### src/hdl/rrc_pkg.sv
// Shared types, constants and helper functions for the rounded rectangle coverage block.
package rrc_pkg;

    // Coordinate handling: bounds and pixels use the low COORD_BITS bits
    localparam int IN_W       = 16;
    localparam int COORD_BITS = 16;
    localparam int CW         = COORD_BITS + 2;   // room for bound +/- radius

    // Corner and coverage widths
    localparam int NCORNER = 4;
    localparam int RAD_W   = 7;
    localparam int RADS_W  = NCORNER * RAD_W;
    localparam int FRAC_W  = 4;
    localparam int COV_W   = 8;
    localparam int SQ_SUM_W = 2 * RAD_W + 1;
    localparam int SQ_W    = 24;
    localparam int ROOT_W  = SQ_W / 2;
    localparam int RD_W    = ROOT_W + 1;

    // Root pipeline: ROOT_STEPS digit steps, RSTEP_PER_STG per stage
    localparam int ROOT_STEPS    = SQ_W / 2;
    localparam int RSTEP_PER_STG = 3;
    localparam int ROOT_STG      = ROOT_STEPS / RSTEP_PER_STG;

    // Stage map: two geometry, one square, ROOT_STG root, one shade/output
    localparam int GEOM_STG  = 2;
    localparam int STG_SQ    = GEOM_STG;
    localparam int STG_SHADE = GEOM_STG + 1 + ROOT_STG;
    localparam int NSTG      = STG_SHADE + 1;
    localparam int CNT_W     = $clog2(NSTG + 1);

    localparam int CFG_IDX_W  = 3;
    localparam int CFG_DATA_W = RADS_W;

    localparam logic [COV_W-1:0]  COV_FULL   = 8'hFF;
    localparam logic [COV_W-1:0]  COV_NONE   = 8'h00;
    localparam logic [FRAC_W-1:0] EDGE_SOLID = 4'd15;

    // Configuration register indexes
    typedef enum logic [CFG_IDX_W-1:0] {
        CFG_LEFT   = 3'd0,
        CFG_TOP    = 3'd1,
        CFG_RIGHT  = 3'd2,
        CFG_BOTTOM = 3'd3,
        CFG_RADII  = 3'd4,
        CFG_FRAC   = 3'd5
    } t_cfg_idx;

    typedef struct packed {
        logic [IN_W-1:0]   left;
        logic [IN_W-1:0]   top;
        logic [IN_W-1:0]   right;
        logic [IN_W-1:0]   bottom;
        logic [RADS_W-1:0] radii;
        logic [FRAC_W-1:0] frac;
    } t_cfg;

    // Per-pixel class carried down the pipe
    typedef struct packed {
        logic             corner;   // coverage comes from the distance path
        logic [COV_W-1:0] cov;      // fixed coverage when not a corner
        logic [RAD_W-1:0] rad;      // radius of the selected corner
    } t_tag;

    // Partial state of the digit-by-digit square root
    typedef struct packed {
        logic [SQ_W-1:0] rem;
        logic [SQ_W-1:0] res;
    } t_root;

    // Sign extend the low COORD_BITS bits of a coordinate
    function automatic logic signed [CW-1:0] coord_ext(input logic [IN_W-1:0] v);
        logic signed [COORD_BITS-1:0] t;
        t = v[COORD_BITS-1:0];
        return CW'(t);
    endfunction

    // One step of the restoring square root; step k tests bit 2^(SQ_W-2-2k)
    function automatic t_root root_step(input t_root s, input int unsigned k);
        t_root           o;
        logic [SQ_W-1:0] b;
        logic [SQ_W:0]   trial;
        o     = s;
        b     = SQ_W'(1) << (SQ_W - 2 - 2 * k);
        trial = {1'b0, s.res} + {1'b0, b};
        if ({1'b0, s.rem} >= trial) begin
            o.rem = s.rem - trial[SQ_W-1:0];
            o.res = (s.res >> 1) + b;
        end else begin
            o.res = s.res >> 1;
        end
        return o;
    endfunction

endpackage

### src/hdl/rrc_geom.sv
// Geometry stages: bound and corner tests, then corner priority and offset select.
module rrc_geom (
    input  logic                              i_clk,
    input  logic [rrc_pkg::GEOM_STG-1:0]      i_en,
    input  rrc_pkg::t_cfg                     i_cfg,
    input  logic [rrc_pkg::IN_W-1:0]          i_x,
    input  logic [rrc_pkg::IN_W-1:0]          i_y,
    output rrc_pkg::t_tag                     o_tag,
    output logic [rrc_pkg::RAD_W-1:0]         o_dx,
    output logic [rrc_pkg::RAD_W-1:0]         o_dy
);
    import rrc_pkg::*;

    logic signed [CW-1:0] x, y, lb, tb, rb, bb;
    logic signed [CW-1:0] rs [NCORNER];
    logic [RAD_W-1:0]     rad [NCORNER];
    logic signed [CW-1:0] ox [NCORNER];
    logic signed [CW-1:0] oy [NCORNER];
    logic [NCORNER-1:0]   hit;
    logic                 inb, edge_px;

    logic                 r_inb, r_edge;
    logic [NCORNER-1:0]   r_hit;
    logic [RAD_W-1:0]     r_ox [NCORNER];
    logic [RAD_W-1:0]     r_oy [NCORNER];

    t_tag                 n_tag, r_tag;
    logic [RAD_W-1:0]     n_dx, n_dy, r_dx, r_dy;

    // Stage 1: compares and offsets for all four corners in parallel
    always_comb begin
        x  = coord_ext(i_x);
        y  = coord_ext(i_y);
        lb = coord_ext(i_cfg.left);
        tb = coord_ext(i_cfg.top);
        rb = coord_ext(i_cfg.right);
        bb = coord_ext(i_cfg.bottom);
        for (int i = 0; i < NCORNER; i++) begin
            rad[i] = i_cfg.radii[i*RAD_W +: RAD_W];
            rs[i]  = $signed(CW'(rad[i]));
        end
        inb     = (x >= lb) && (x <= rb) && (y >= tb) && (y <= bb);
        edge_px = (x == lb) || (x == rb) || (y == tb) || (y == bb);
        // top-left
        ox[0]  = lb + rs[0] - x;
        oy[0]  = tb + rs[0] - y;
        hit[0] = (rad[0] != '0) && (x <= lb + rs[0]) && (y <= tb + rs[0]);
        // top-right
        ox[1]  = x + rs[1] - rb;
        oy[1]  = tb + rs[1] - y;
        hit[1] = (rad[1] != '0) && (x >= rb - rs[1]) && (y <= tb + rs[1]);
        // bottom-right
        ox[2]  = x + rs[2] - rb;
        oy[2]  = y + rs[2] - bb;
        hit[2] = (rad[2] != '0) && (x >= rb - rs[2]) && (y >= bb - rs[2]);
        // bottom-left
        ox[3]  = lb + rs[3] - x;
        oy[3]  = y + rs[3] - bb;
        hit[3] = (rad[3] != '0) && (x <= lb + rs[3]) && (y >= bb - rs[3]);
    end

    always_ff @(posedge i_clk) begin
        if (i_en[0]) begin
            r_inb  <= inb;
            r_edge <= edge_px;
            r_hit  <= hit;
            for (int i = 0; i < NCORNER; i++) begin
                // inside a matched corner square the offsets are 0..r
                r_ox[i] <= ox[i][RAD_W-1:0];
                r_oy[i] <= oy[i][RAD_W-1:0];
            end
        end
    end

    // Stage 2: first matching corner wins, else edge or interior
    always_comb begin
        n_tag.corner = 1'b0;
        n_tag.cov    = COV_FULL;
        n_tag.rad    = '0;
        n_dx         = '0;
        n_dy         = '0;
        if (!r_inb) begin
            n_tag.cov = COV_NONE;
        end else if (r_hit != '0) begin
            n_tag.corner = 1'b1;
            for (int i = NCORNER - 1; i >= 0; i--) begin
                if (r_hit[i]) begin
                    n_tag.rad = i_cfg.radii[i*RAD_W +: RAD_W];
                    n_dx      = r_ox[i];
                    n_dy      = r_oy[i];
                end
            end
        end else if (r_edge && (i_cfg.frac != EDGE_SOLID)) begin
            n_tag.cov = {i_cfg.frac, i_cfg.frac};   // frac * 17
        end
    end

    always_ff @(posedge i_clk) begin
        if (i_en[1]) begin
            r_tag <= n_tag;
            r_dx  <= n_dx;
            r_dy  <= n_dy;
        end
    end

    assign o_tag = r_tag;
    assign o_dx  = r_dx;
    assign o_dy  = r_dy;

endmodule

### src/hdl/rrc_dist.sv
// Distance stages: squared offset sum, then a pipelined square root of 256 times it.
module rrc_dist (
    input  logic                            i_clk,
    input  logic [rrc_pkg::ROOT_STG:0]      i_en,
    input  rrc_pkg::t_tag                   i_tag,
    input  logic [rrc_pkg::RAD_W-1:0]       i_dx,
    input  logic [rrc_pkg::RAD_W-1:0]       i_dy,
    output rrc_pkg::t_tag                   o_tag,
    output logic [rrc_pkg::ROOT_W-1:0]      o_root
);
    import rrc_pkg::*;

    logic [2*RAD_W-1:0]  dx_sq, dy_sq;
    logic [SQ_SUM_W-1:0] sq_sum;

    t_root r_st  [ROOT_STG+1];
    t_tag  r_tag [ROOT_STG+1];

    // Square stage: dx^2 + dy^2, scaled by 256 for a result in sixteenths
    always_comb begin
        dx_sq  = i_dx * i_dx;
        dy_sq  = i_dy * i_dy;
        sq_sum = SQ_SUM_W'(dx_sq) + SQ_SUM_W'(dy_sq);
    end

    always_ff @(posedge i_clk) begin
        if (i_en[0]) begin
            r_st[0].rem <= SQ_W'({sq_sum, 8'h00});
            r_st[0].res <= '0;
            r_tag[0]    <= i_tag;
        end
    end

    // Root stages: RSTEP_PER_STG digit steps each
    for (genvar g = 0; g < ROOT_STG; g++) begin : g_root
        t_root n_st;

        always_comb begin
            n_st = r_st[g];
            for (int k = 0; k < RSTEP_PER_STG; k++) begin
                n_st = root_step(n_st, g * RSTEP_PER_STG + k);
            end
        end

        always_ff @(posedge i_clk) begin
            if (i_en[g+1]) begin
                r_st[g+1]  <= n_st;
                r_tag[g+1] <= r_tag[g];
            end
        end
    end

    assign o_tag  = r_tag[ROOT_STG];
    assign o_root = r_st[ROOT_STG].res[ROOT_W-1:0];

endmodule

### src/hdl/rrc_shade.sv
// Shade stage: corner distance to alpha, output register.
module rrc_shade (
    input  logic                            i_clk,
    input  logic                            i_en,
    input  logic [rrc_pkg::FRAC_W-1:0]      i_frac,
    input  rrc_pkg::t_tag                   i_tag,
    input  logic [rrc_pkg::ROOT_W-1:0]      i_root,
    output logic [rrc_pkg::COV_W-1:0]       o_cov
);
    import rrc_pkg::*;

    logic [RAD_W+FRAC_W-1:0] reach;
    logic [RD_W-1:0]         rd;
    logic [COV_W-1:0]        n_cov, r_cov;

    // rd = 16r + frac - root, signed in RD_W bits
    always_comb begin
        reach = {i_tag.rad, FRAC_W'(0)} + (RAD_W+FRAC_W)'(i_frac);
        rd    = RD_W'(reach) - RD_W'(i_root);
        if (!i_tag.corner) begin
            n_cov = i_tag.cov;
        end else if (rd[RD_W-1]) begin
            n_cov = COV_NONE;
        end else if (rd[RD_W-2:FRAC_W] != '0) begin
            n_cov = COV_FULL;
        end else begin
            n_cov = {rd[FRAC_W-1:0], rd[FRAC_W-1:0]};   // rd * 17
        end
    end

    always_ff @(posedge i_clk) begin
        if (i_en) begin
            r_cov <= n_cov;
        end
    end

    assign o_cov = r_cov;

endmodule

### src/hdl/rounded_rect_coverage_alpha.sv
// Top level: antialiased rounded rectangle coverage, config registers and pipeline control.
//
//  Channel   Direction  Word                                  Handshake
//  s_*       in         tdata[15:0] pixel_x, [31:16] pixel_y  tvalid/tready
//  m_*       out        tdata[7:0] coverage                   tvalid/tready
//  cfg_*     in         addr = register index, data = value   valid/ready
//
// One pixel per clock while the output is not stalled, through eight register stages
// (two geometry, one square, four root stages of three digit steps each, one
// shade/output stage). Every stage has its own valid bit and takes a new word when
// it is empty or its successor moves, so bubbles close up under an output stall.
// Reset clears all valid bits and loads the config reset values.
// Config writes are always taken and ignored for unknown indexes.
module rounded_rect_coverage_alpha (
    input  logic                             i_clk,
    input  logic                             i_rst_n,
    // pixel stream in
    input  logic                             i_s_tvalid,
    output logic                             o_s_tready,
    input  logic [2*rrc_pkg::IN_W-1:0]       i_s_tdata,   // [15:0] pixel_x, [31:16] pixel_y
    // coverage stream out
    output logic                             o_m_tvalid,
    input  logic                             i_m_tready,
    output logic [rrc_pkg::COV_W-1:0]        o_m_tdata,   // [7:0] coverage
    // config write
    input  logic                             i_cfg_valid,
    output logic                             o_cfg_ready,
    input  logic [rrc_pkg::CFG_IDX_W-1:0]    i_cfg_addr,
    input  logic [rrc_pkg::CFG_DATA_W-1:0]   i_cfg_data
);
    import rrc_pkg::*;

    t_cfg              r_cfg;
    logic [NSTG-1:0]   r_vld;
    logic [NSTG-1:0]   en;
    logic [CNT_W-1:0]  r_inflight;
    t_tag              geom_tag, dist_tag;
    logic [RAD_W-1:0]  geom_dx, geom_dy;
    logic [ROOT_W-1:0] dist_root;

    // Config registers
    assign o_cfg_ready = 1'b1;

    always_ff @(posedge i_clk) begin
        if (!i_rst_n) begin
            r_cfg.left   <= '0;
            r_cfg.top    <= '0;
            r_cfg.right  <= '0;
            r_cfg.bottom <= '0;
            r_cfg.radii  <= '0;
            r_cfg.frac   <= EDGE_SOLID;
        end else if (i_cfg_valid) begin
            unique case (i_cfg_addr)
                CFG_LEFT:   r_cfg.left   <= i_cfg_data[IN_W-1:0];
                CFG_TOP:    r_cfg.top    <= i_cfg_data[IN_W-1:0];
                CFG_RIGHT:  r_cfg.right  <= i_cfg_data[IN_W-1:0];
                CFG_BOTTOM: r_cfg.bottom <= i_cfg_data[IN_W-1:0];
                CFG_RADII:  r_cfg.radii  <= i_cfg_data[RADS_W-1:0];
                CFG_FRAC:   r_cfg.frac   <= i_cfg_data[FRAC_W-1:0];
                default: ;
            endcase
        end
    end

    // Stage enables: a stage loads when empty or when its successor moves
    always_comb begin
        en[NSTG-1] = !r_vld[NSTG-1] || i_m_tready;
        for (int k = NSTG - 2; k >= 0; k--) begin
            en[k] = !r_vld[k] || en[k+1];
        end
    end

    assign o_s_tready = en[0];
    assign o_m_tvalid = r_vld[NSTG-1];

    // Valid bits travel with the words
    always_ff @(posedge i_clk) begin
        if (!i_rst_n) begin
            r_vld <= '0;
        end else begin
            if (en[0]) begin
                r_vld[0] <= i_s_tvalid;
            end
            for (int k = 1; k < NSTG; k++) begin
                if (en[k]) begin
                    r_vld[k] <= r_vld[k-1];
                end
            end
        end
    end

    // Words inside the pipe, for checking only
    always_ff @(posedge i_clk) begin
        if (!i_rst_n) begin
            r_inflight <= '0;
        end else begin
            r_inflight <= r_inflight + CNT_W'(i_s_tvalid && o_s_tready)
                                     - CNT_W'(o_m_tvalid && i_m_tready);
        end
    end

    rrc_geom u_geom (
        .i_clk (i_clk),
        .i_en  (en[GEOM_STG-1:0]),
        .i_cfg (r_cfg),
        .i_x   (i_s_tdata[IN_W-1:0]),
        .i_y   (i_s_tdata[2*IN_W-1:IN_W]),
        .o_tag (geom_tag),
        .o_dx  (geom_dx),
        .o_dy  (geom_dy)
    );

    rrc_dist u_dist (
        .i_clk  (i_clk),
        .i_en   (en[STG_SHADE-1:STG_SQ]),
        .i_tag  (geom_tag),
        .i_dx   (geom_dx),
        .i_dy   (geom_dy),
        .o_tag  (dist_tag),
        .o_root (dist_root)
    );

    rrc_shade u_shade (
        .i_clk  (i_clk),
        .i_en   (en[STG_SHADE]),
        .i_frac (r_cfg.frac),
        .i_tag  (dist_tag),
        .i_root (dist_root),
        .o_cov  (o_m_tdata)
    );

    // Every accepted word is in exactly one valid stage until delivered
    a_inflight: assert property (@(posedge i_clk) disable iff (!i_rst_n)
        r_inflight == CNT_W'($countones(r_vld)))
        else $error("pipeline valid bits disagree with words in flight");

    // A full, stalled pipe must refuse input
    a_full_stall: assert property (@(posedge i_clk) disable iff (!i_rst_n)
        ((&r_vld) && !i_m_tready) |-> !o_s_tready)
        else $error("input taken while pipeline full and stalled");

    // Output valid only appears behind a valid word in the last root stage
    a_out_src: assert property (@(posedge i_clk) disable iff (!i_rst_n)
        $rose(o_m_tvalid) |-> $past(r_vld[NSTG-2]))
        else $error("output valid without a word behind it");

endmodule
### config.mk
export PLATFORM = sky130hd
export DESIGN_NAME = rounded_rect_coverage_alpha
export DESIGN_NICKNAME = d
export VERILOG_FILES = /design/src/hdl/rrc_pkg.sv /design/src/hdl/rrc_geom.sv /design/src/hdl/rrc_dist.sv /design/src/hdl/rrc_shade.sv /design/src/hdl/rounded_rect_coverage_alpha.sv
export SDC_FILE = /design/constraint.sdc
export NUM_CORES = 1
export LEC_CHECK = 0
export BUFFER_PORTS_ARGS = -buffer_cell sky130_fd_sc_hd__buf_2
export CAP_MARGIN = 0
export CORE_MARGIN = 5
export CORE_UTILIZATION = 40
export DETAILED_ROUTE_END_ITERATION = 12
export GPL_TIMING_DRIVEN = 0
export HOLD_SLACK_MARGIN = 0.02
export SLEW_MARGIN = 10
export SYNTH_ARGS = -nofsm -noshare
export SYNTH_HDL_FRONTEND = slang
export SYNTH_HIERARCHICAL = 1
export SYNTH_SLANG_ARGS = --single-unit
### constraint.sdc
create_clock -name i_clk -period 7.8 [get_ports i_clk]
set_clock_uncertainty 0.05 [all_clocks]
set_input_delay 1.56 -clock i_clk [delete_from_list [all_inputs] [get_ports i_clk]]
set_output_delay 1.56 -clock i_clk [all_outputs]
set_load 0.05 [all_outputs]
# --- After elaboration in Yosys (flattened, before gate mapping) ---
# Memories as Yosys holds them, arrays and structs flattened.
# Index checks and enable logic that the tools add are counted.
totals:
  mem_count: 4
  ram_bits: 376
  inputBits: 68
  latchBits: 0
  romBits: 0
  elab_cells: 221
  reg_bits: 148
op_classes:
  eq_ne: 10
  order_cmp: 24
  mul: 2
  bitwise: 0
  shift: 0
  div: 0
  addsub: 59
  mux: 54
  reduce_logical: 45
mem_list:
  columns: ["memory", "words", "width", "read_ports", "rd_clocked_by_memory_dff", "write_ports", "line", "text"]
  rows:
  - ["u_dist.r_st", 5, 48, 5, 0, 5, "rrc_dist.sv:16", "t_root r_st [ROOT_STG+1];"]
  - ["u_dist.r_tag", 5, 16, 5, 0, 5, "rrc_dist.sv:17", "t_tag r_tag [ROOT_STG+1];"]
  - ["u_geom.r_ox", 4, 7, 4, 0, 4, "rrc_geom.sv:24", "logic [RAD_W-1:0] r_ox [NCORNER];"]
  - ["u_geom.r_oy", 4, 7, 4, 0, 4, "rrc_geom.sv:25", "logic [RAD_W-1:0] r_oy [NCORNER];"]
op_table:
  columns: ["operator", "n"]
  rows:
  - ["two-way mux 24 bit", 24]
  - ["greater-or-equal comparator 24 x 25 -> 1 bit", 12]
  - ["subtractor 24 bit", 12]
  - ["two-way mux 7 bit", 12]
  - ["adder 16 x 8 -> 17 bit", 4]
  - ["greater-or-equal comparator 16 x 17 -> 1 bit", 4]
  - ["<= comparator 16 x 17 -> 1 bit", 4]
  - ["subtractor 16 x 8 -> 17 bit", 4]
  - ["equality test 16 bit", 4]
  - ["subtractor 7 bit", 8]
  - ["two-way mux 8 bit", 5]
  - ["greater-or-equal comparator 16 bit", 2]
  - ["<= comparator 16 bit", 2]
  - ["adder 7 bit", 4]
  - ["multiplier 7 x 7 -> 14 bit", 2]
  - ["nonzero test 7 bit", 4]
  - ["adder 24 x 1 -> 25 bit, second input constant", 1]
  - ["adder 24 x 11 -> 25 bit, second input constant", 1]
  - ["adder 24 x 13 -> 25 bit, second input constant", 1]
  - ["adder 24 x 15 -> 25 bit, second input constant", 1]
  - ["adder 24 x 17 -> 25 bit, second input constant", 1]
  - ["adder 24 x 19 -> 25 bit, second input constant", 1]
  - ["adder 24 x 21 -> 25 bit, second input constant", 1]
  - ["adder 24 x 23 -> 25 bit, second input constant", 1]
  - ["31 further kinds", 79]

# --- Depth between registers and ports, before layout ---
# Gate-level depths: netlist (run 1).
depth:
  ltp_word: 11
  mapped_depth: 36

# --- By module ---
# The synthesis (run 1) kept the hierarchy.
by_module_without_submodules:
  columns: ["mod", "seq_area_each_um2", "area_each_um2", "cells_per_inst", "n_inst"]
  rows:
  - ["rrc_geom", 2642.5, 13685.6, 1541, 1]
  - ["rrc_dist", 5225.0, 13120.1, 1243, 1]
  - ["rounded_rect_coverage_alpha", 2082.0, 3848.7, 444, 1]
  - ["rrc_shade", 240.2, 978.4, 113, 1]

# --- Worst setup path after synthesis (run 1) ---
# Ideal clock, no wire load.
synth_path:
  path_type: "register to register"
  start: "memory u_dist/r_st[0][105] (netlist name)"
  end: "memory u_dist/r_st[0][145] (netlist name), data pin"
  synth_period_minus_slack_ns: 6.667
  path_stages_with_launch: 33
  path_buffers: 5
  setup_ns: 0.260
  path_slack_ns: 1.133
  arrival_ns: 6.357
  t_required_ns: 7.490
  cell_sequence: "edfxtp_1 -> buf_2 -> or2_1 -> or3_1 -> nor2_1 -> nand2_1 -> clkbuf_1 -> o21ai_0 -> inv_1 -> ha_1 -> clkbuf_1 -> nand2_1 -> o31ai_1 -> a31oi_1 -> o31ai_1 -> nor4_1 -> and2_1 -> nand2_1 -> clkbuf_1 -> o21ai_0 -> inv_1 -> ha_1 -> a21o_1 -> a21oi_1 -> nand2b_1 -> a21boi_0 -> o21a_1 -> or3_1 -> a21oi_1 -> and3_1 -> clkbuf_1 -> nand3_4 -> mux2_2"
synth_lines:
  columns: ["element", "line"]
  rows:
  - ["start: declaration", "rrc_dist.sv:16"]

==> impl_metrics.json, run 1 <==
{
  "dieArea_um2": 84800,
  "vias": 24200,
  "r2r-start": "u_dist/r_st[0][79]",
  "area_delta_synth_final_pct": 10.9,
  "async_flop_share_pct": 0,
  "drtIter0Drc": 1465,
  "status": "complete, no violations",
  "clk_latency_ns": 0.59,
  "cts_tree": "done",
  "grt_pass1_wl_um": 131000,
  "ys_seq_area_share_pct": 32.2,
  "end_kind": "flip-flop",
  "critPathKind": "flip-flop to flip-flop",
  "via_per_inst": 5.31,
  "fin_nets": 4071,
  "port_buffers": 75,
  "critical_path_arrival_ns": 7.54,
  "p_per_area_nw_per_um2": 281,
  "drive_gt1_share_pct": 8.93,
  "crit_top_cell": "nand2_1",
  "yosysTopAreaCell": "edfxtp_1",
  "netlist_instances": 3341,
  "coreArea_um2": 78700,
  "synth_warnings": 6,
  "synthDistinctLibCells": 105,
  "wirelength_um": 84000,
  "hold_class": "flip-flop to flip-flop",
  "syn_avg_cell_area_um2": 9.47,
  "cts-buffers-inserted": 43,
  "min_period_over_period_pct": 93.0,
  "die_h_um": 291,
  "tightest_slew_ns": 1.05,
  "grt_max_degree": 56,
  "fmax_ghz": 0.138,
  "grt.total_usage_pct": 19.3,
  "synth.most_common_cell": "ha_1",
  "die_w_um": 291,
  "routedWlPerCell_um": 18.4,
  "hold_violations": 0,
  "antenna_found_initial": 9,
  "setup_viol_count_final": 0,
  "cpPeakStageDelay_ns": 0.42,
  "cts.sinks": 374,
  "ff2ff_path_depth": 35,
  "timing.reg2reg.setup_slack_ns": 0.54,
  "first_global_vias": 23500,
  "crit_required_ns": 8.08,
  "hpwlAfterDp_um": 67700,
  "place.gp.congestion": 0.881,
  "cts_root_buf": "clkbuf_16",
  "ys.flop_type": "edfxtp_1",
  "grt_overflow": 0,
  "slew_violations": 0,
  "ir_drop_uv": 280,
  "min_to": "u_dist/r_tag[0][66]",
  "utilization_pct": 44.5,
  "rsz0062_at_grt": "no",
  "clkTransAtPathRegs_ns": 0.06,
  "leakagePower_nw": 15.3,
  "synth_top_area_share_pct": 25.6,
  "cap_violations": 0,
  "cts_hold_buf": 0,
  "synth_edf_count": 270,
  "clock_path_buffers": 3,
  "cts_htree_levels": 2,
  "drc": 0,
  "startpoint_type": "flip-flop",
  "critPathSlowestCell": "edfxtp_1",
  "synth_area_um2": 31600,
  "initial_core_util_pct": 40.2,
  "p_total_mw": 9.85,
  "synth_commonest_cells": "ha_1 (443), inv_1 (361), nand2_1 (317)",
  "min_path_cells": 0,
  "synthTopCellsByArea": "edfxtp_1 (26%), ha_1 (18%), dfxtp_1 (6.6%)",
  "relSlewSlack_pct": 29.1,
  "min_from": "u_dist/r_tag[0][50]",
  "cp_max_fo": 11,
  "fin_crit_ns": 7.26,
  "reg2reg_to": "u_dist/r_st[0][150]",
  "io_pins": 79,
  "synth-seq-cells": 374,
  "drt_pass1_iterations": 5,
  "ant_nets": 0,
  "rows": 103,
  "setup.worst_path.start": "u_dist/r_st[0][79]",
  "syn_nets": 3942
}
-- layout by cell type (no fill, tap or decap), types with 24 or more instances in the layout --
master       n
nand4_1     48
clkbuf_16   43
buf_4       43
edfxtp_1   270
buf_2       90
dfxtp_1    104
ha_1       443
nor2b_1     54
nor3_1      56
xor2_1      60
xnor2_1    180
and2_1      36
nor2_1     165
o21a_1      32
a21o_1      96
a21boi_0    53
a211oi_1    30
o21ai_0    115
nand2_1    314
nand3_1     89
inv_1      358
o21bai_1    24
a21oi_1    199
clkbuf_1    48
fa_1        90
-- routing by layer --
layer / share of wire (%) / up-vias / GRT usage [%]
li1: - / 12200 / -
met1: 45 / 11400 / 25.5
met2: 47 / 535 / 33.3
met3: 5.0 / 124 / 2.69
met4: 2.8 / 4 / 5.43
met5: 0.032 / - / 0
-- cells by family (layout without fill, tap and decap cells) --
logic type | count (synthesis) | after routing | synth area share (%)
AND/OR/NAND/NOR | 933 | 933 | 14.6
AO/OA/AOI/OAI | 753 | 753 | 16.0
adder cells (fa/ha/maj) | 533 | 533 | 23.2
buffers and inverters | 475 | 638 | 6.23
flip-flops | 374 | 374 | 32.2
XOR/XNOR | 241 | 241 | 6.70
multiplexers | 31 | 31 | 1.06
other | 1 | 10 | 0.0119
-- worst max-delay path by stage --
| stage | slack, ns | depth (start not counted) | end |
|---|---|---|---|
| 6_report | 0.54 | 35 | u_dist/r_st[0][150] |
| 5_1_grt | 0.005 | 33 | u_dist/r_st[0][150] |
| 3_3_place_gp | -0.47 | 32 | u_dist/r_st[0][150] |
| 4_1_cts | -0.003 | 33 | u_dist/r_st[0][150] |
| 3_5_place_dp | -0.57 | 32 | u_dist/r_st[0][150] |
| 2_1_floorplan | 1.13 | 32 | u_dist/r_st[0][145] |
-- registers in the layout, summed over array words and instances, names as in the netlist, 4 cells and up --
signal         count
u_geom/r_hit       4
u_dist/r_st       94
r_cfg             96
u_shade/o_cov      8
u_geom/r_oy       28
r_vld              8
u_geom/o_tag      12
u_geom/o_dx        7
u_geom/r_ox       28
u_dist/r_tag      80
u_geom/o_dy        7
-- repair_timing --
action | 4_1_cts | 5_1_grt
gates cloned | 0 | 0
pin swaps | 0 | 4
buffers inserted | 0 | 7
gates resized for setup | 12 | 18
endpoints found under the setup margin | 19 | 19
-- layout make-up --
class                   count  area (um2)
clock buffers              47        1090
flip-flops and latches    374       10200
repair buffers             86         515
plain buffers             109         599
well taps                1050        1310
diodes                      9        22.5
multi-input cells        2492       19600
clock inverters            32         395
fillers                  7663       43700
inverters                 364        1370
-- where the power goes --
part | switching (mW) | internal, mW
Sequential | 0.132 | 2.47
Clock | 0.877 | 1.26
Combinational | 2.88 | 2.23
Total | 3.89 | 5.96
-- per-stage QoR --
stage	instances	cell area, um2	TNS [ns]	setup slack, ns	hold WS [ns]
final	4563	35100	0	0.544	0.361
after global routing	4555	35100	0	0.00534	0.371
after CTS	4549	34900	-0.00270	-0.00270	0.367
after detailed placement	4470	33400	-7.04	-0.572	0.355
after global placement	4466	33300	-5.38	-0.466	0.350
after floorplan	3341	31600	0	1.13	0.350
-- worst max-delay path, delay by kind of cell (launching register included) --
family,cells,cell delay (ns)
DFF,1,0.42
adders and majority gates,3,0.82
muxes,1,0.33
and+or+nand+nor,13,2.12
AOI/OAI and AO/OA,11,2.00
buffers and inverters,7,1.23
(Power assumes the default switching activity.)
==> run 2: changes to the inputs <==
- SKIP_CTS_REPAIR_TIMING: default -> 1
- clock period: 7.8 -> 8.21 ns (I/O delays scaled with it)
==> impl_metrics.json, run 2 (synthesis gave the netlist of run 1 again) <==
{
  "power_switching_mw": 3.68,
  "dieArea_um2": 84800,
  "rsz0062_at_grt": "no",
  "min_path_cells": 0,
  "first_global_vias": 23500,
  "dpl.cell_count": 4470,
  "hold_violations": 0,
  "setup_viol_count_final": 0,
  "drt_pass1_iterations": 5,
  "p_clk_share_pct": 21.8,
  "ant_nets": 0,
  "vias": 24200,
  "ir_drop_uv": 265,
  "ff2ff_path_depth": 31,
  "critPathKind": "flip-flop to flip-flop",
  "top_regs": "r_cfg x96, u_dist/r_st x94, u_dist/r_tag x80",
  "top_register": "r_cfg",
  "status": "complete, no violations",
  "place.gp.congestion": 0.881,
  "leakagePower_nw": 15.3,
  "clkTransAtPathRegs_ns": 0.06,
  "drc": 0,
  "layout.cells.non_filler": 4560,
  "finalSetupTns_ns": 0,
  "nFillCells": 7665,
  "fmax_ghz": 0.132,
  "cp_max_fo": 11,
  "io_pins": 79,
  "multi_input_area_um2": 19500,
  "drtIter0Drc": 1561,
  "r2r-start": "u_dist/r_st[0][118]",
  "tightest_slew_ns": 1.03,
  "via_per_inst": 5.31,
  "grt_overflow": 0,
  "worst_slack_ns": 0.651,
  "slew_violations": 0,
  "startpoint_type": "flip-flop",
  "grt_pass1_wl_um": 131000,
  "min_period_over_period_pct": 92.1,
  "fin_nets": 4070,
  "relSlewSlack_pct": 30.8,
  "pre_cts_ws_ns": -0.162,
  "min_from": "u_dist/r_tag[0][50]",
  "ff_latch_area_um2": 10200,
  "sw_frac_of_total_pct": 39.5,
  "antenna_found_initial": 9,
  "clk_latency_ns": 0.59,
  "crit_required_ns": 8.49,
  "critPathSlowestCell": "or3_1",
  "cts_tree": "done",
  "layout_commonest_cell": "ha_1",
  "clock_path_buffers": 3,
  "grt.total_usage_pct": 19.3,
  "drive_gt1_share_pct": 8.71,
  "crit_top_cell": "a21oi_1",
  "grt_max_degree": 56,
  "hpwlAfterDp_um": 67700,
  "area_delta_synth_final_pct": 10.7,
  "reg2reg_to": "u_dist/r_st[0][159]",
  "cts_root_buf": "clkbuf_16",
  "die_h_um": 291,
  "cts-buffers-inserted": 43,
  "coreArea_um2": 78700,
  "timing.reg2reg.setup_slack_ns": 0.65,
  "largest_register_ffs": 96,
  "pwr-share-seq_pct": 26.5,
  "end_kind": "flip-flop",
  "p_per_area_nw_per_um2": 266,
  "die_w_um": 291,
  "cap_violations": 0,
  "cpPeakStageDelay_ns": 0.50,
  "min_to": "u_dist/r_tag[0][66]",
  "fin_crit_ns": 7.56,
  "cts_htree_levels": 2,
  "wirelength_um": 84000,
  "critical_path_arrival_ns": 7.84,
  "combPwrFrac_pct": 51.7,
  "p_total_mw": 9.32,
  "internal-power_mw": 5.64,
  "initial_core_util_pct": 40.2,
  "rows": 103,
  "routedWlPerCell_um": 18.4,
  "layout_common_cells": "ha_1 (443), inv_1 (358), nand2_1 (314)",
  "port_buffers": 75,
  "cts.sinks": 374,
  "hold_class": "flip-flop to flip-flop"
}
## run 2: worst max path at each step
| stage | to | from | cells past startpoint |
|---|---|---|---|
| 2_1_floorplan | u_dist/r_st[0][145] | u_dist/r_st[0][105] | 32 |
| 3_3_place_gp | u_dist/r_st[0][150] | u_dist/r_st[0][80] | 32 |
| 3_5_place_dp | u_dist/r_st[0][150] | u_dist/r_st[0][80] | 32 |
| 4_1_cts | u_dist/r_st[0][150] | u_dist/r_st[0][80] | 32 |
| 5_1_grt | u_dist/r_st[0][159] | u_dist/r_st[0][118] | 31 |
| 6_report | u_dist/r_st[0][159] | u_dist/r_st[0][118] | 31 |
## run 2: area by class of cell
cell class | count | area share [%]
Tap cell | 1050 | 3.75
Buffer | 109 | 1.70
Inverter | 364 | 3.91
Clock inverter | 32 | 1.13
Antenna cell | 7 | 0.0500
Clock buffer | 47 | 3.12
Multi-Input combinational cell | 2492 | 55.8
Sequential cell | 374 | 29.1
Timing Repair Buffer | 85 | 1.45
## run 2: power by group through the flow
stage / Clock (mW) / Combinational [mW] / Sequential, mW
2_1_floorplan: 0 / 3.80 / 2.45
3_3_place_gp: 0 / 4.70 / 2.51
3_5_place_dp: 0 / 4.74 / 2.51
4_1_cts: 2.08 / 4.77 / 2.48
5_1_grt: 2.15 / 5.46 / 2.49
6_report: 2.03 / 4.82 / 2.47
## run 2: metal layers
layer	global-route usage, %	vias up	routed length, um	part of all wire (%)
met1	25.5	11400	37800	45
met5	0	-	27	0.032
met2	33.2	499	39700	47
met4	5.43	4	2340	2.8
met3	2.72	124	4110	4.9
li1	-	12200	-	-
## run 2: per-stage QoR
step	utilization, %	cell area (um2)	hold WS (ns)
3_5_place_dp	42.4	33400	0.355
4_1_cts	44.3	34900	0.367
3_3_place_gp	42.3	33300	0.350
2_1_floorplan	-	31600	0.350
5_1_grt	44.5	35000	0.371
6_report	44.5	35000	0.360
## run 2: worst max-delay path, delay by kind of cell, from the launching register on
family          cells  cell delay (ns)
compound gates     18             3.52
fa+ha+maj           3             0.85
buf+inv             2             0.46
flops               1             0.43
mux                 1             0.33
simple gates        7             1.65
